### src/rtl/core/h264_rtp_fu_a_packetizer_core_assert.svh
// Assertion macros shared by the RTP FU-A packetizer RTL.
// Each module that asserts includes this file; the macros expect aclk and aresetn in scope.
`ifndef H264_RTP_FU_A_PACKETIZER_CORE_ASSERT_SVH
`define H264_RTP_FU_A_PACKETIZER_CORE_ASSERT_SVH

// Same-cycle implication, checked outside of reset.
`define H264FU_ASSERT_IMP(lbl, ante, cons) \
    lbl: assert property (@(posedge aclk) disable iff (!aresetn) (ante) |-> (cons)) \
        else $error("packetizer assertion failed");

// Next-cycle implication, checked outside of reset.
`define H264FU_ASSERT_NXT(lbl, ante, cons) \
    lbl: assert property (@(posedge aclk) disable iff (!aresetn) (ante) |=> (cons)) \
        else $error("packetizer assertion failed");

`endif

### src/rtl/core/h264fu_pkg.sv
// Shared types and constants for the H.264 RTP FU-A packetizer.
// Used by the front end, the job queue, the back end and the top level.
package h264fu_pkg;

    // Width of the unit size and of the byte position counter.
    localparam int SIZE_BITS = 24;

    // Configuration register indexes and reset values.
    localparam logic [1:0] CFG_PAYLOAD_TYPE   = 2'd0;
    localparam logic [1:0] CFG_SSRC           = 2'd1;
    localparam logic [1:0] CFG_MAX_PAYLOAD    = 2'd2;
    localparam logic [1:0] CFG_TS_STEP        = 2'd3;

    localparam logic [6:0]  RST_PAYLOAD_TYPE = 7'd96;
    localparam logic [31:0] RST_SSRC         = 32'd10;
    localparam logic [11:0] RST_MAX_PAYLOAD  = 12'd1400;
    localparam logic [16:0] RST_TS_STEP      = 17'd3600;

    // Fixed packet bytes.
    localparam logic [7:0] RTP_VERSION_BYTE = 8'h80;
    localparam logic [4:0] FU_A_TYPE        = 5'd28;

    // Byte slots of one job as the back end walks them.
    localparam logic [3:0] SLOT_LAST_RTP = 4'd11;
    localparam logic [3:0] SLOT_FU_IND   = 4'd12;
    localparam logic [3:0] SLOT_FU_HDR   = 4'd13;
    localparam logic [3:0] SLOT_PAYLOAD  = 4'd14;

    // Job queue geometry.
    localparam int QUEUE_DEPTH = 4;
    localparam int QUEUE_AW    = $clog2(QUEUE_DEPTH);

    typedef enum logic [1:0] {
        MODE_IDLE,
        MODE_CHECK,
        MODE_SINGLE,
        MODE_FRAG
    } mode_t;

    typedef enum logic [1:0] {
        HDR_NONE,
        HDR_SINGLE,
        HDR_FRAG
    } hdr_kind_t;

    // One payload byte plus the header it opens, if any.
    typedef struct packed {
        hdr_kind_t   kind;
        logic        marker;
        logic [15:0] seq;
        logic [31:0] ts;
        logic [7:0]  fu_ind;
        logic [7:0]  fu_hdr;
        logic [7:0]  payload;
        logic        pkt_end;
    } job_t;

endpackage

### src/rtl/core/h264fu_front.sv
// Front end: start code check, unit classification and job building.
// Depends on h264fu_pkg; pushes one job per input byte that causes output.
`include "h264_rtp_fu_a_packetizer_core_assert.svh"
module h264fu_front (
    input  logic                 aclk,
    input  logic                 aresetn,
    input  logic                 in_valid,
    output logic                 in_ready,
    input  logic [7:0]           nal_byte,
    input  logic                 unit_first,
    input  logic [23:0]          unit_size,
    input  logic [11:0]          max_payload,
    input  logic [16:0]          ts_step,
    input  logic                 q_full,
    output logic                 q_push,
    output h264fu_pkg::job_t     q_job
);
    import h264fu_pkg::*;

    logic [SIZE_BITS-1:0] pos_reg, pos_next;
    logic [2:0]           scl_reg, scl_next;
    logic [7:0]           nal_hdr_reg, nal_hdr_next;
    logic [11:0]          fc_reg, fc_next;
    mode_t                mode_reg, mode_next;
    logic [15:0]          seq_reg, seq_next;
    logic [31:0]          ts_reg, ts_next;

    logic                 accept;
    logic [SIZE_BITS-1:0] size;
    logic [SIZE_BITS-1:0] pos_e;
    logic [2:0]           scl_e;
    logic [11:0]          fc_e;
    mode_t                mode_e;
    logic [SIZE_BITS:0]   pos_inc;
    logic                 unit_end;
    logic [11:0]          mp;
    logic [SIZE_BITS-1:0] data_len;
    logic [SIZE_BITS-1:0] rem_len;
    logic                 last_frag;
    logic                 s_bit;
    logic [11:0]          fc_inc;

    assign in_ready = !q_full;
    assign accept   = in_valid && in_ready;
    assign size     = SIZE_BITS'(unit_size);
    assign mp       = (max_payload == 12'd0) ? 12'd1 : max_payload;

    // A new unit restarts the per-unit state before anything else is judged.
    always_comb begin
        if (unit_first) begin
            pos_e  = '0;
            scl_e  = 3'd0;
            fc_e   = 12'd0;
            mode_e = (size <= SIZE_BITS'(4)) ? MODE_IDLE : MODE_CHECK;
        end else begin
            pos_e  = pos_reg;
            scl_e  = scl_reg;
            fc_e   = fc_reg;
            mode_e = mode_reg;
        end
    end

    // Length arithmetic for the current byte.
    always_comb begin
        pos_inc   = {1'b0, pos_e} + 1'b1;
        unit_end  = pos_inc >= {1'b0, size};
        data_len  = (size > SIZE_BITS'(scl_e)) ? size - SIZE_BITS'(scl_e) : SIZE_BITS'(1);
        rem_len   = (size > pos_e) ? size - pos_e : SIZE_BITS'(1);
        last_frag = rem_len <= SIZE_BITS'(mp);
        s_bit     = pos_e == (SIZE_BITS'(scl_e) + SIZE_BITS'(1));
        fc_inc    = fc_e + 12'd1;
    end

    // Per-byte decision and job assembly.
    always_comb begin
        pos_next     = pos_reg;
        scl_next     = scl_e;
        nal_hdr_next = nal_hdr_reg;
        fc_next      = fc_e;
        mode_next    = mode_e;
        seq_next     = seq_reg;
        ts_next      = ts_reg;
        q_push       = 1'b0;
        q_job.kind    = HDR_NONE;
        q_job.marker  = 1'b0;
        q_job.seq     = seq_reg;
        q_job.ts      = ts_reg;
        q_job.fu_ind  = {nal_hdr_reg[7:5], FU_A_TYPE};
        q_job.fu_hdr  = {s_bit, last_frag, 1'b0, nal_hdr_reg[4:0]};
        q_job.payload = nal_byte;
        q_job.pkt_end = unit_end;

        if (mode_e != MODE_IDLE) begin
            pos_next = pos_inc[SIZE_BITS-1:0];
        end

        case (mode_e)
            MODE_IDLE: begin
                pos_next = pos_e;
            end
            MODE_CHECK: begin
                if (scl_e != 3'd0) begin
                    // First NAL byte: it decides single packet versus fragments.
                    nal_hdr_next = nal_byte;
                    ts_next      = ts_reg + 32'(ts_step);
                    if (data_len <= SIZE_BITS'(mp)) begin
                        q_push       = 1'b1;
                        q_job.kind   = HDR_SINGLE;
                        q_job.marker = 1'b1;
                        q_job.ts     = ts_next;
                        seq_next     = seq_reg + 16'd1;
                        mode_next    = unit_end ? MODE_IDLE : MODE_SINGLE;
                    end else begin
                        fc_next   = 12'd0;
                        mode_next = unit_end ? MODE_IDLE : MODE_FRAG;
                    end
                end else if (pos_e < SIZE_BITS'(2)) begin
                    if (nal_byte != 8'd0) begin
                        mode_next = MODE_IDLE;
                    end
                end else if (pos_e == SIZE_BITS'(2)) begin
                    if (nal_byte == 8'd1) begin
                        scl_next = 3'd3;
                    end else if (nal_byte != 8'd0) begin
                        mode_next = MODE_IDLE;
                    end
                end else begin
                    if (nal_byte == 8'd1) begin
                        scl_next = 3'd4;
                    end else begin
                        mode_next = MODE_IDLE;
                    end
                end
            end
            MODE_SINGLE: begin
                q_push = 1'b1;
                if (unit_end) begin
                    mode_next = MODE_IDLE;
                end
            end
            MODE_FRAG: begin
                q_push = 1'b1;
                if (fc_e == 12'd0) begin
                    q_job.kind   = HDR_FRAG;
                    q_job.marker = last_frag;
                    seq_next     = seq_reg + 16'd1;
                end
                q_job.pkt_end = (fc_inc >= mp) || unit_end;
                fc_next       = q_job.pkt_end ? 12'd0 : fc_inc;
                if (unit_end) begin
                    mode_next = MODE_IDLE;
                end
            end
            default: begin
                mode_next = MODE_IDLE;
            end
        endcase

        if (!accept) begin
            q_push = 1'b0;
        end
    end

    // Control state; only an accepted byte moves it.
    always_ff @(posedge aclk) begin
        if (!aresetn) begin
            pos_reg     <= '0;
            scl_reg     <= 3'd0;
            nal_hdr_reg <= 8'd0;
            fc_reg      <= 12'd0;
            mode_reg    <= MODE_IDLE;
            seq_reg     <= 16'd0;
            ts_reg      <= 32'd0;
        end else if (accept) begin
            pos_reg     <= pos_next;
            scl_reg     <= scl_next;
            nal_hdr_reg <= nal_hdr_next;
            fc_reg      <= fc_next;
            mode_reg    <= mode_next;
            seq_reg     <= seq_next;
            ts_reg      <= ts_next;
        end
    end

    // A unit only carries payload once a full start code was seen.
    `H264FU_ASSERT_IMP(a_open_unit_has_code,
        (mode_reg == MODE_SINGLE) || (mode_reg == MODE_FRAG),
        (scl_reg == 3'd3) || (scl_reg == 3'd4))

endmodule

### src/rtl/core/h264fu_queue.sv
// Short job queue between the front end and the back end.
// Depends on h264fu_pkg for the job type and depth.
`include "h264_rtp_fu_a_packetizer_core_assert.svh"
module h264fu_queue (
    input  logic                 aclk,
    input  logic                 aresetn,
    input  logic                 push,
    input  h264fu_pkg::job_t     push_job,
    output logic                 full,
    input  logic                 pop,
    output h264fu_pkg::job_t     head_job,
    output logic                 empty
);
    import h264fu_pkg::*;

    job_t                entry_reg [QUEUE_DEPTH];
    logic [QUEUE_AW-1:0] wr_ptr_reg, wr_ptr_next;
    logic [QUEUE_AW-1:0] rd_ptr_reg, rd_ptr_next;
    logic [QUEUE_AW:0]   count_reg, count_next;

    assign full     = count_reg == (QUEUE_AW+1)'(QUEUE_DEPTH);
    assign empty    = count_reg == '0;
    assign head_job = entry_reg[rd_ptr_reg];

    // Pointer and occupancy update.
    always_comb begin
        wr_ptr_next = push ? wr_ptr_reg + 1'b1 : wr_ptr_reg;
        rd_ptr_next = pop ? rd_ptr_reg + 1'b1 : rd_ptr_reg;
        count_next  = count_reg;
        if (push && !pop) begin
            count_next = count_reg + 1'b1;
        end else if (pop && !push) begin
            count_next = count_reg - 1'b1;
        end
    end

    always_ff @(posedge aclk) begin
        if (!aresetn) begin
            wr_ptr_reg <= '0;
            rd_ptr_reg <= '0;
            count_reg  <= '0;
        end else begin
            wr_ptr_reg <= wr_ptr_next;
            rd_ptr_reg <= rd_ptr_next;
            count_reg  <= count_next;
        end
    end

    // Storage needs no reset.
    always_ff @(posedge aclk) begin
        if (push) begin
            entry_reg[wr_ptr_reg] <= push_job;
        end
    end

    `H264FU_ASSERT_IMP(a_no_push_when_full, full, !push)
    `H264FU_ASSERT_IMP(a_no_pop_when_empty, empty, !pop)

endmodule

### src/rtl/core/h264fu_back.sv
// Back end: walks each job's header and payload slots into the output register.
// Depends on h264fu_pkg; reads payload type and SSRC from the configuration.
`include "h264_rtp_fu_a_packetizer_core_assert.svh"
module h264fu_back (
    input  logic                 aclk,
    input  logic                 aresetn,
    input  logic                 q_empty,
    input  h264fu_pkg::job_t     q_head,
    output logic                 q_pop,
    input  logic [6:0]           payload_type,
    input  logic [31:0]          ssrc,
    output logic                 out_valid,
    input  logic                 out_ready,
    output logic [7:0]           out_byte,
    output logic                 out_start,
    output logic                 out_end,
    output logic                 out_run_end
);
    import h264fu_pkg::*;

    logic [3:0] idx_reg, idx_next;
    logic       valid_reg, valid_next;
    logic [7:0] byte_reg, byte_next;
    logic       start_reg, start_next;
    logic       end_reg, end_next;
    logic       run_end_reg, run_end_next;

    logic       load;
    logic [3:0] slot;

    assign load = !valid_reg || out_ready;

    // Map the step count to a byte slot; single packets skip the FU bytes.
    always_comb begin
        case (q_head.kind)
            HDR_NONE:   slot = SLOT_PAYLOAD;
            HDR_SINGLE: slot = (idx_reg > SLOT_LAST_RTP) ? SLOT_PAYLOAD : idx_reg;
            HDR_FRAG:   slot = idx_reg;
            default:    slot = SLOT_PAYLOAD;
        endcase
    end

    // Byte selection and output register loading.
    always_comb begin
        idx_next     = idx_reg;
        valid_next   = valid_reg;
        byte_next    = byte_reg;
        start_next   = start_reg;
        end_next     = end_reg;
        run_end_next = run_end_reg;
        q_pop        = 1'b0;

        if (load) begin
            valid_next = !q_empty;
            if (!q_empty) begin
                start_next   = slot == 4'd0;
                end_next     = (slot == SLOT_PAYLOAD) && q_head.pkt_end;
                run_end_next = slot == SLOT_PAYLOAD;
                case (slot)
                    4'd0:        byte_next = RTP_VERSION_BYTE;
                    4'd1:        byte_next = {q_head.marker, payload_type};
                    4'd2:        byte_next = q_head.seq[15:8];
                    4'd3:        byte_next = q_head.seq[7:0];
                    4'd4:        byte_next = q_head.ts[31:24];
                    4'd5:        byte_next = q_head.ts[23:16];
                    4'd6:        byte_next = q_head.ts[15:8];
                    4'd7:        byte_next = q_head.ts[7:0];
                    4'd8:        byte_next = ssrc[31:24];
                    4'd9:        byte_next = ssrc[23:16];
                    4'd10:       byte_next = ssrc[15:8];
                    SLOT_LAST_RTP: byte_next = ssrc[7:0];
                    SLOT_FU_IND: byte_next = q_head.fu_ind;
                    SLOT_FU_HDR: byte_next = q_head.fu_hdr;
                    default:     byte_next = q_head.payload;
                endcase
                if (slot == SLOT_PAYLOAD) begin
                    q_pop    = 1'b1;
                    idx_next = 4'd0;
                end else begin
                    idx_next = idx_reg + 4'd1;
                end
            end
        end
    end

    always_ff @(posedge aclk) begin
        if (!aresetn) begin
            idx_reg   <= 4'd0;
            valid_reg <= 1'b0;
        end else begin
            idx_reg   <= idx_next;
            valid_reg <= valid_next;
        end
    end

    // Output payload holds no reset.
    always_ff @(posedge aclk) begin
        byte_reg    <= byte_next;
        start_reg   <= start_next;
        end_reg     <= end_next;
        run_end_reg <= run_end_next;
    end

    assign out_valid   = valid_reg;
    assign out_byte    = byte_reg;
    assign out_start   = start_reg;
    assign out_end     = end_reg;
    assign out_run_end = run_end_reg;

    // A header byte is never the last result of its input byte.
    `H264FU_ASSERT_IMP(a_start_not_run_end, valid_reg && start_reg, !run_end_reg)
    // A job leaves the queue together with its payload byte.
    `H264FU_ASSERT_NXT(a_pop_loads_payload, q_pop, valid_reg && run_end_reg)

endmodule

### src/rtl/core/h264_rtp_fu_a_packetizer_core.sv
// Top level of the H.264 RTP FU-A packetizer: configuration registers and wiring.
// Depends on h264fu_pkg, h264fu_front, h264fu_queue and h264fu_back.
//
// Usage: Annex-B NAL bytes enter on the s_ stream, one byte per transaction,
// tdata = {unit_size, nal_byte}, tuser = unit_first. RTP packet bytes leave on
// the m_ stream, one byte per transaction; tlast marks the last byte of a packet
// and tuser carries packet_start (bit 0) and run_end (bit 1).
// The first result of an accepted byte is written into the job queue and then,
// once the back end is free, into the m_ output register; a payload byte follows
// its header bytes. Throughput: one input byte per cycle while bytes map to one
// result each and m_tready stays high. A byte that opens a packet occupies the
// back end for 13 output bytes (single NAL packet) or 15 (FU-A packet), one output
// byte per cycle while m_tready is high; a four-entry job queue lets the front end
// keep accepting during that burst, after which s_tready drops. Bytes that produce
// nothing (start code, dropped units, FU-A header byte) never enter the queue.
// Reset clears sequence number, timestamp and unit state and loads the register
// defaults. When m_tready is low the output register holds and the queue fills.
// Configuration is written through cfg_we/cfg_index/cfg_wdata while idle.
module h264_rtp_fu_a_packetizer_core (
    input  logic        aclk,
    input  logic        aresetn,
    input  logic        s_tvalid,
    output logic        s_tready,
    input  logic [31:0] s_tdata,   // [7:0] nal_byte, [31:8] unit_size
    input  logic        s_tuser,   // [0] unit_first
    output logic        m_tvalid,
    input  logic        m_tready,
    output logic [7:0]  m_tdata,   // [7:0] out_byte
    output logic        m_tlast,
    output logic [1:0]  m_tuser,   // [0] packet_start, [1] run_end
    input  logic        cfg_we,
    input  logic [1:0]  cfg_index,
    input  logic [31:0] cfg_wdata
);
    import h264fu_pkg::*;

    logic [6:0]  payload_type_reg;
    logic [31:0] ssrc_reg;
    logic [11:0] max_payload_reg;
    logic [16:0] ts_step_reg;

    logic        q_push;
    logic        q_pop;
    logic        q_full;
    logic        q_empty;
    job_t        push_job;
    job_t        head_job;
    logic        pkt_start;
    logic        run_end;

    // Configuration registers.
    always_ff @(posedge aclk) begin
        if (!aresetn) begin
            payload_type_reg <= RST_PAYLOAD_TYPE;
            ssrc_reg         <= RST_SSRC;
            max_payload_reg  <= RST_MAX_PAYLOAD;
            ts_step_reg      <= RST_TS_STEP;
        end else if (cfg_we) begin
            case (cfg_index)
                CFG_PAYLOAD_TYPE: payload_type_reg <= cfg_wdata[6:0];
                CFG_SSRC:         ssrc_reg         <= cfg_wdata;
                CFG_MAX_PAYLOAD:  max_payload_reg  <= cfg_wdata[11:0];
                CFG_TS_STEP:      ts_step_reg      <= cfg_wdata[16:0];
                default:          ;
            endcase
        end
    end

    h264fu_front u_front (
        .aclk        (aclk),
        .aresetn     (aresetn),
        .in_valid    (s_tvalid),
        .in_ready    (s_tready),
        .nal_byte    (s_tdata[7:0]),
        .unit_first  (s_tuser),
        .unit_size   (s_tdata[31:8]),
        .max_payload (max_payload_reg),
        .ts_step     (ts_step_reg),
        .q_full      (q_full),
        .q_push      (q_push),
        .q_job       (push_job)
    );

    h264fu_queue u_queue (
        .aclk     (aclk),
        .aresetn  (aresetn),
        .push     (q_push),
        .push_job (push_job),
        .full     (q_full),
        .pop      (q_pop),
        .head_job (head_job),
        .empty    (q_empty)
    );

    h264fu_back u_back (
        .aclk         (aclk),
        .aresetn      (aresetn),
        .q_empty      (q_empty),
        .q_head       (head_job),
        .q_pop        (q_pop),
        .payload_type (payload_type_reg),
        .ssrc         (ssrc_reg),
        .out_valid    (m_tvalid),
        .out_ready    (m_tready),
        .out_byte     (m_tdata),
        .out_start    (pkt_start),
        .out_end      (m_tlast),
        .out_run_end  (run_end)
    );

    assign m_tuser = {run_end, pkt_start};

endmodule

### config.mk
export PLATFORM = sky130hd
export DESIGN_NAME = h264_rtp_fu_a_packetizer_core
export DESIGN_NICKNAME = d
export VERILOG_FILES = /design/src/rtl/core/h264fu_pkg.sv /design/src/rtl/core/h264fu_front.sv /design/src/rtl/core/h264fu_queue.sv /design/src/rtl/core/h264fu_back.sv /design/src/rtl/core/h264_rtp_fu_a_packetizer_core.sv
export VERILOG_INCLUDE_DIRS = /design/src /design/src/rtl/core
export SDC_FILE = /design/constraint.sdc
export NUM_CORES = 1
export LEC_CHECK = 0
export ABC_AREA = 1
export CAP_MARGIN = 0
export CORE_ASPECT_RATIO = 2
export CORE_MARGIN = 2
export CORE_UTILIZATION = 30
export DETAILED_ROUTE_END_ITERATION = 10
export DONT_BUFFER_PORTS = 1
export HOLD_SLACK_MARGIN = 0.1
export SYNTH_ARGS = -nofsm -noshare
export SYNTH_HDL_FRONTEND = slang
export SYNTH_SLANG_ARGS = --single-unit
### constraint.sdc
create_clock -name aclk -period 8.9 [get_ports aclk]
set_input_delay 2.225 -clock aclk [delete_from_list [all_inputs] [get_ports aclk]]
set_output_delay 2.225 -clock aclk [all_outputs]
set_load 0.02 [all_outputs]
==> results.py, run 1 <==
metrics = {
    "run_status": {
        "status": "finished clean",
    },
    "job": {
        "drv_cap": 0,
    },
    "clocking": {
        "clk_latency_ns": 0.61,
        "cts_buffers": 46,
        "path_clk_slew_ns": 0.06,
        "clk_path_buf_depth": 3,
        "cts_tree": "done",
        "cts_hold_buffers": 0,
        "cts_sinks": 470,
        "h-tree-depth": 2,
        "ctsResizeCount": 0,
        "root_buffer": "clkbuf_16",
        "cts_setup_buffers": 0,
    },
    "place": {
        "port_buffers": 0,
        "dpl.cell_count": 4042,
        "dp_hpwl_mm": 62.8,
        "gp_congestion": 0.971,
        "place_area_um2": 26700,
    },
    "finish": {
        "final_common_cell": "nand2_1",
        "final_area_um2": 28200,
        "drive_gt1_frac": 0.0635,
        "layout_common_cells": "494 x nand2_1, 444 x nor2_1, 321 x inv_1",
        "largest_register_ff_count": 280,
        "fin_nets": 3214,
        "num-fill-cells": 8719,
        "final_cells": 4129,
        "syn_to_final_growth_pct": 10.3,
    },
    "worst_setup_path": {
        "reg2reg_depth": 28,
        "cpMaxStageDelayCell": "buf_4",
        "path_max_fanout": 49,
        "cp-start-kind": "input pin",
        "cpMostUsedCell": "nand2_1",
        "critPathKind": "input pin to register",
        "r2r_slack_ns": 3.58,
        "r2r-end": "u_queue.entry_reg[0][8]$_DFFE_PP_",
        "slowest_delay_ns": 0.60,
        "reg2reg_from": "u_front.scl_reg[0]$_SDFFE_PN0P_",
        "worstPathRequired_ns": 9.11,
        "cp_cell_sequence": "inv_2 > nand2_1 > ha_1 > nand2_1 > nand2_4 > o31ai_1 > nand2_1 > clkinv_1 > nor3_1 > ha_1 > nand2_1 > nor2_1 > a211oi_1 > nand2_1 > nand2_1 > nand2_4 > inv_2 > nand2_2 > inv_2 > nand2_1 > nand2_2 > inv_2 > nor2_4 > buf_4",
        "cp_data_arrival_time_ns": 6.99,
        "cp-end-kind": "register",
    },
    "yosys": {
        "syn_avg_cell_area_um2": 8.37,
        "syn_inst": 3051,
        "synth_edf_count": 291,
        "ys_seq_area_frac": 0.482,
        "yosysUniqueCellTypes": 60,
        "synthArstFlopShare": 0,
        "syn_area_um2": 25600,
        "synth.net_count": 3246,
        "yosys_warnings": 0,
        "ys.flop_type": "edfxtp_1",
        "ys_seq_elements": 470,
    },
    "grt": {
        "use_met3": 0.0239,
        "grt_first_pass_wirelength_mm": 126,
        "grt_use_met1": 0.178,
        "grt_max_degree": 133,
        "first_global_vias": 21331,
        "antenna_found_initial": 1,
        "grt.busiest_layer": "met2",
        "gr-usage-met2": 0.376,
        "overflow": 0,
        "grt_use_total": 0.191,
    },
    "routing": {
        "ant_nets": 0,
        "wl_per_cell_um": 20.4,
        "dr.pass1.iters": 5,
        "drc_errors": 0,
        "viasPerCell": 5.14,
        "drtIter0Drc": 1073,
        "routed_wl_mm": 84.1,
        "num_vias": 21217,
    },
    "hold_path": {
        "holdCritStartpoint": "u_queue.rd_ptr_reg[1]$_SDFFE_PN0P_",
        "whs_path_depth": 2,
        "min_path_type": "register to register",
    },
    "timing": {
        "skew_ns": 0.0279,
        "fmax_mhz": 148,
        "relSlewSlack": 0.171,
        "report.final.slew_viol_count": 0,
        "hold_viol_final": 0,
        "worst_pin_slew_ns": 1.23,
        "rsz0062_at_grt": "false",
        "fin_crit_sh": 0.761,
        "final-setup-viol-count": 0,
        "fin_setup_tns_ns": 0,
        "period_needed_ns": 6.77,
    },
    "pwr": {
        "power_leakage_nw": 11.3,
        "powerDensity_nw_per_um2": 169,
        "ir_drop_mv": 0.140,
        "fin_total_pwr_mw": 4.77,
    },
    "floorplan": {
        "ioPinCount": 85,
        "die_area_um2": 87700,
        "core-area_um2": 84500,
        "die_h_um": 417,
        "core.rowCount": 151,
        "start_util": 0.303,
        "die_w_um": 210,
    },
}
## Yosys cell counts, drive strengths merged, types with 2 or more instances
| library cell | instances | share of area |
|---|---|---|
| nand2 | 509 | 0.077 |
| a221oi | 5 | 0.0017 |
| o21a | 3 | 0.00088 |
| nand3 | 131 | 0.027 |
| a21boi | 5 | 0.0015 |
| nand3b | 10 | 0.0029 |
| xnor2 | 19 | 0.0065 |
| ha | 119 | 0.058 |
| o21ai | 305 | 0.060 |
| a22o | 12 | 0.0041 |
| clkbuf | 82 | 0.012 |
| a221o | 2 | 0.00078 |
| o211ai | 14 | 0.0041 |
| o22ai | 31 | 0.0076 |
| nor2 | 470 | 0.074 |
| a32oi | 4 | 0.0014 |
| inv | 342 | 0.050 |
| or2 | 4 | 0.00098 |
| clkinv | 6 | 0.00088 |
| a211oi | 12 | 0.0035 |
| xor2 | 61 | 0.021 |
| o21bai | 4 | 0.0012 |
| nor4 | 20 | 0.0056 |
| a21oi | 218 | 0.043 |
| nor3b | 2 | 0.00059 |
| fa | 4 | 0.0031 |
| a32o | 5 | 0.0020 |
| o31ai | 3 | 0.00088 |
| nand4 | 58 | 0.014 |
| buf | 29 | 0.0080 |
| nor3 | 58 | 0.014 |
| edfxtp | 291 | 0.34 |
| a21o | 7 | 0.0021 |
| a31oi | 20 | 0.0049 |
| dfxtp | 179 | 0.14 |
## final cells by class
| class | instances | area, µm² | area share |
|---|---|---|---|
| Clock buffer | 63 | 1270 | 0.0452 |
| Antenna cell | 1 | 2.50 | 0.0000888 |
| Timing Repair Buffer | 31 | 258 | 0.00914 |
| Sequential cell | 470 | 12300 | 0.437 |
| Clock inverter | 23 | 235 | 0.00834 |
| Tap cell | 1071 | 1340 | 0.0475 |
| Inverter | 348 | 1310 | 0.0464 |
| Multi-Input combinational cell | 2122 | 11400 | 0.406 |
## report_power, final
group          total [mW]  switching [mW]  leakage (nW)  internal [mW]
clock network        1.96           0.886         0.742           1.08
registers            2.36          0.0256          4.10           2.34
logic               0.440           0.301          6.44          0.138
## kinds of logic after synthesis
group | synth area share
adder cells (fa/ha/maj) | 0.0614
AO/OA/AOI/OAI | 0.142
flip-flops | 0.482
buffers and inverters | 0.0712
AND/OR/NAND/NOR | 0.216
XOR/XNOR | 0.0274
## worst max-delay path by stage
stage,depth (start not counted),to,start
floorplan,29,u_queue.entry_reg[0][0]$_DFFE_PP_,s_tuser
finish,24,u_queue.entry_reg[0][8]$_DFFE_PP_,s_tuser
global route,23,u_queue.entry_reg[0][8]$_DFFE_PP_,s_tuser
CTS,24,u_queue.entry_reg[0][8]$_DFFE_PP_,s_tuser
global placement,24,u_queue.entry_reg[0][32]$_DFFE_PP_,s_tuser
detailed placement,23,u_queue.entry_reg[0][37]$_DFFE_PP_,s_tuser
## worst max-delay path, delay by kind of cell
kind | cells | cell delay [ns]
and+or+nand+nor | 14 | 1.98
buffers and inverters | 6 | 1.65
adders and majority gates | 2 | 0.67
AOI/OAI and AO/OA | 2 | 0.33
## metrics by stage
stage	hold slack, ns	worst slack (ns)	utilization
5_1_grt	0.482	1.65	0.334
6_report	0.454	2.13	0.334
2_1_floorplan	0.429	0.0353	-
3_5_place_dp	0.444	1.51	0.316
4_1_cts	0.460	2.13	0.334
3_3_place_gp	0.439	1.59	0.316
## metal layers
metal	up-vias	wire [µm]
met4	0	6600
met5	-	0
li1	10295	-
met3	251	3580
met1	10038	28100
met2	633	45900
Note: power is estimated with default switching activity, not from simulation.
==> run 2, diff against run 1 <==
==> constraint.sdc (replaced) <==
create_clock -name aclk -period 6.52 [get_ports aclk]
set_input_delay 1.63 -clock aclk [delete_from_list [all_inputs] [get_ports aclk]]
set_output_delay 1.63 -clock aclk [all_outputs]
set_load 0.02 [all_outputs]
==> results.py, run 2 (synthesized netlist as in run 1, its figures left out) <==
metrics = {
    "run_status": {
        "status": "finished clean",
    },
    "routing": {
        "drc_errors": 0,
        "drtIter0Drc": 1293,
        "dr.pass1.iters": 6,
        "viasPerCell": 5.12,
        "num_vias": 21224,
        "routed_wl_mm": 83.1,
        "wl_per_cell_um": 20.1,
        "ant_nets": 0,
    },
    "worst_setup_path": {
        "worstPathRequired_ns": 7.00,
        "path_max_fanout": 34,
        "cpMaxStageDelayCell": "fa_1",
        "cp-end-kind": "register",
        "path_buf_inv": 5,
        "cp_data_arrival_time_ns": 5.88,
        "critPathKind": "input pin to register",
        "cp-start-kind": "input pin",
        "slowest_delay_ns": 0.38,
        "path_delay_family": "adder cells",
        "cpMostUsedCell": "nand2_1",
    },
    "floorplan": {
        "start_util": 0.303,
        "die_h_um": 417,
        "core.rowCount": 151,
        "die_area_um2": 87700,
        "core-area_um2": 84500,
        "die_w_um": 210,
        "ioPinCount": 85,
    },
    "job": {
        "drv_cap": 0,
    },
    "timing": {
        "rsz0062_at_grt": "false",
        "whs_ns": 0.464,
        "skew_ns": 0.0605,
        "fin_setup_tns_ns": 0,
        "worst_pin_slew_ns": 1.29,
        "report.final.slew_viol_count": 0,
        "fin_crit_sh": 0.829,
        "fmax_mhz": 185,
        "hold_viol_final": 0,
        "fin_ws_ns": 1.11,
        "relSlewSlack": 0.131,
        "final-setup-viol-count": 0,
        "period_needed_ns": 5.41,
    },
    "finish": {
        "final_common_cell": "nand2_1",
        "largest_register_ff_count": 280,
        "final_cells": 4142,
        "syn_to_final_growth_pct": 11.3,
        "final_area_um2": 28400,
        "drive_gt1_frac": 0.0691,
        "fin_nets": 3228,
        "layout_common_cells": "494 x nand2_1, 444 x nor2_1, 321 x inv_1",
        "final_core_util": 0.337,
    },
    "pwr": {
        "fin_total_pwr_mw": 6.60,
        "power_frac_clock": 0.421,
        "p_sw_mw": 1.69,
        "powerDensity_nw_per_um2": 232,
        "ir_drop_mv": 0.209,
        "power_leakage_nw": 11.4,
        "combPwrFrac": 0.090,
        "p_int_mw": 4.91,
        "pwr-share-seq": 0.488,
        "power_switching_share": 0.256,
    },
    "grt": {
        "grt_max_degree": 133,
        "first_global_vias": 21167,
        "grt_use_total": 0.189,
        "overflow": 0,
        "antenna_found_initial": 2,
        "grt_first_pass_wirelength_mm": 125,
    },
    "clocking": {
        "cts_setup_buffers": 0,
        "clk_path_buf_depth": 3,
        "cts_hold_buffers": 0,
        "clk_latency_ns": 0.62,
        "root_buffer": "clkbuf_16",
        "cts_sinks": 470,
        "path_clk_slew_ns": 0.07,
        "ctsResizeCount": 0,
        "h-tree-depth": 2,
        "cts_tree": "done",
        "cts_buffers": 44,
    },
    "place": {
        "dpl.cell_count": 4058,
        "place_area_um2": 26900,
        "dp_hpwl_mm": 60.9,
        "port_buffers": 0,
        "place_ws_ns": 0.539,
        "gp_congestion": 0.928,
    },
    "hold_path": {
        "min_path_type": "register to register",
    },
}
## run 2: changes by cell type in the layout (fill, tap and decap cells not counted), moves of 2 or more
cell | before | now
clkbuf_1 | 11 | 6
buf_4 | 29 | 39
bufinv_16 | 2 | 4
buf_12 | 2 | 8
clkinv_2 | 9 | 3
clkbuf_8 | 6 | 4
clkinvlp_4 | 0 | 4
## run 2: area by class of cell
class	count	area (µm²)
Fill cell	8649	56000
Sequential cell	470	12300
Multi-Input combinational cell	2122	11400
Tap cell	1071	1340
Inverter	348	1310
Clock buffer	56	1230
Timing Repair Buffer	47	453
Clock inverter	26	333
Antenna cell	2	5.00
## run 2: worst paths after layout
check	startpoint	to	slack, ns	depth (start not counted)
worst min-delay path	u_queue.rd_ptr_reg[1]$_SDFFE_PN0P_	register	0.46	2
worst max register to register	register	u_back.out_byte[0]$_DFFE_PP_	1.44	12
worst max-delay path	s_tuser	u_queue.count_reg[2]$_SDFFE_PN0P_	1.11	31
worst min register to register	u_queue.rd_ptr_reg[1]$_SDFFE_PN0P_	register	0.46	2
## run 2: power by group through the flow
stage / Sequential [mW] / Clock (mW) / Combinational, mW
5_1_grt: 3.23 / 2.93 / 0.669
3_3_place_gp: 3.29 / 0 / 0.587
3_5_place_dp: 3.29 / 0 / 0.593
2_1_floorplan: 3.28 / 0 / 0.438
4_1_cts: 3.22 / 2.84 / 0.595
6_report: 3.22 / 2.78 / 0.596
## run 2: worst reg2reg max path: cells and delay by family, from the launching register on
family          cells  cell delay, ns
buf+inv             4            1.05
flops               1            0.80
simple gates        5            2.00
compound gates      2            0.58
fa+ha+maj           1            0.33
## run 2: routing by layer
metal,GRT usage,share of wire
met1,0.179,0.33
met2,0.361,0.53
met5,0,0.00013
met3,0.0263,0.049
met4,0.141,0.084
==> run 3, diff against run 2 <==
==> constraint.sdc (replaced) <==
create_clock -name aclk -period 4.95 [get_ports aclk]
set_input_delay 1.2375 -clock aclk [delete_from_list [all_inputs] [get_ports aclk]]
set_output_delay 1.2375 -clock aclk [all_outputs]
set_load 0.02 [all_outputs]
==> results.py, run 3 (synthesized netlist as in run 1, its figures left out) <==
metrics = {
    "routing": {
        "routed_wl_mm": 84.3,
        "drtIter0Drc": 1426,
        "viasPerCell": 5.09,
        "wl_per_cell_um": 19.8,
        "num_vias": 21626,
        "dr.pass1.iters": 5,
        "drc_errors": 0,
        "ant_nets": 0,
    },
    "finish": {
        "final_cells": 4248,
        "syn_to_final_growth_pct": 14.9,
        "seqCellArea_um2": 12300,
        "largest_register_ff_count": 280,
        "num-fill-cells": 8623,
        "multi_input_area_um2": 11500,
        "layout_common_cells": "491 x nand2_1, 442 x nor2_1, 319 x inv_1",
        "final_area_um2": 29400,
        "final_common_cell": "nand2_1",
        "drive_gt1_frac": 0.106,
        "fin_nets": 3334,
    },
    "pwr": {
        "ir_drop_mv": 0.285,
        "power_leakage_nw": 11.9,
        "fin_total_pwr_mw": 8.86,
        "p_sw_mw": 2.29,
        "power_switching_share": 0.259,
        "powerDensity_nw_per_um2": 302,
        "power_frac_clock": 0.424,
        "pwr-share-seq": 0.479,
        "combPwrFrac": 0.097,
        "p_int_mw": 6.57,
    },
    "timing": {
        "report.final.slew_viol_count": 0,
        "hold_viol_final": 0,
        "rsz0062_at_grt": "false",
        "fin_crit_sh": 0.873,
        "fin_ws_ns": 0.628,
        "worst_pin_slew_ns": 1.22,
        "final-setup-viol-count": 0,
        "fmax_mhz": 231,
        "period_needed_ns": 4.32,
        "skew_ns": 0.0603,
        "relSlewSlack": 0.180,
    },
    "place": {
        "dp_hpwl_mm": 62.7,
        "port_buffers": 0,
        "place_ws_ns": 0.0239,
        "gp_congestion": 0.971,
        "dpl.cell_count": 4163,
        "place_area_um2": 27800,
    },
    "grt": {
        "overflow": 0,
        "first_global_vias": 21622,
        "grt_max_degree": 133,
        "antenna_found_initial": 1,
        "grt_first_pass_wirelength_mm": 126,
        "grt_use_total": 0.190,
    },
    "clocking": {
        "cts_buffers": 45,
        "cts_sinks": 470,
        "clk_path_buf_depth": 3,
        "root_buffer": "clkbuf_16",
        "clk_latency_ns": 0.63,
        "cts_setup_buffers": 0,
        "h-tree-depth": 2,
        "cts_tree": "done",
        "ctsResizeCount": 0,
        "cts_hold_buffers": 0,
        "path_clk_slew_ns": 0.07,
    },
    "worst_setup_path": {
        "cp_data_arrival_time_ns": 4.83,
        "path_max_fanout": 34,
        "cp-start-kind": "input pin",
        "cp-end-kind": "register",
        "worstPathRequired_ns": 5.46,
        "slowest_delay_ns": 0.35,
        "critPathKind": "input pin to register",
        "path_delay_family": "adder cells",
        "cpMaxStageDelayCell": "ha_1",
        "cpMostUsedCell": "nand2_1",
        "path_buf_inv": 6,
    },
    "floorplan": {
        "die_h_um": 417,
        "core-area_um2": 84500,
        "start_util": 0.303,
        "die_w_um": 210,
        "core.rowCount": 151,
        "die_area_um2": 87700,
        "ioPinCount": 85,
    },
    "run_status": {
        "status": "finished clean",
    },
    "hold_path": {
        "min_path_type": "register to register",
    },
    "job": {
        "drv_cap": 0,
    },
}
[run 3: changes by cell type in the layout (fill, tap and decap cells not counted), moves of 3 or more]
cell,previous run,this run
buf_4,39,140
clkinv_2,3,11
o21ai_0,285,282
buf_12,8,12
o21ai_1,18,21
nand2_1,494,491
clkbuf_1,6,3
[run 3: per-layer routing]
layer  GRT usage  routed length [µm]  share of wire  up-vias
li1            -                   -              -    10539
met1       0.178               27800           0.33    10248
met2       0.373               46200           0.55      601
met3      0.0248                3900          0.046      238
met4       0.131                6370          0.076        0
met5           0                   0              0        -
[run 3: final timing paths]
path / startpoint / to / slack (ns) / cells after the start
worst max-delay path: s_tuser / u_queue.count_reg[2]$_SDFFE_PN0P_ / 0.63 / 30
worst min-delay path: u_front.fc_reg[1]$_SDFFE_PN0P_ / u_front.fc_reg[1]$_SDFFE_PN0P_ / 0.47 / 2
worst max register to register: u_front.scl_reg[0]$_SDFFE_PN0P_ / u_queue.count_reg[2]$_SDFFE_PN0P_ / 0.92 / 32
worst min register to register: u_front.fc_reg[1]$_SDFFE_PN0P_ / u_front.fc_reg[1]$_SDFFE_PN0P_ / 0.47 / 2
[run 3: final cells by class]
type                            count  share of cell area
Tap cell                         1071              0.0457
Multi-Input combinational cell   2122               0.391
Clock buffer                       54              0.0416
Antenna cell                        1           0.0000852
Clock inverter                     30              0.0128
Inverter                          348              0.0448
Sequential cell                   470               0.420
Timing Repair Buffer              152              0.0440
[run 3: power groups by stage]
| stage | logic, mW | registers (mW) | clock network (mW) |
|---|---|---|---|
| final | 0.859 | 4.25 | 3.76 |
| after global routing | 0.952 | 4.25 | 3.96 |
| after floorplan | 0.581 | 4.31 | 0 |
| after CTS | 0.857 | 4.25 | 3.83 |
| after detailed placement | 0.853 | 4.33 | 0 |
| after global placement | 0.842 | 4.33 | 0 |
[run 3: worst min-delay path, stage by stage, from the launching register on]
cell	delay [ns]
dfxtp_1	0.31
nand2_1	0.06
a21oi_1	0.06
[run 3: per-stage QoR]
| stage | util | hold WS (ns) | TNS (ns) |
|---|---|---|---|
| global route | 0.348 | 0.483 | 0 |
| floorplan | - | 0.429 | -187.01 |
| global placement | 0.329 | 0.438 | -0.0403 |
| detailed placement | 0.329 | 0.451 | 0 |
| finish | 0.348 | 0.467 | 0 |
| CTS | 0.348 | 0.469 | 0 |
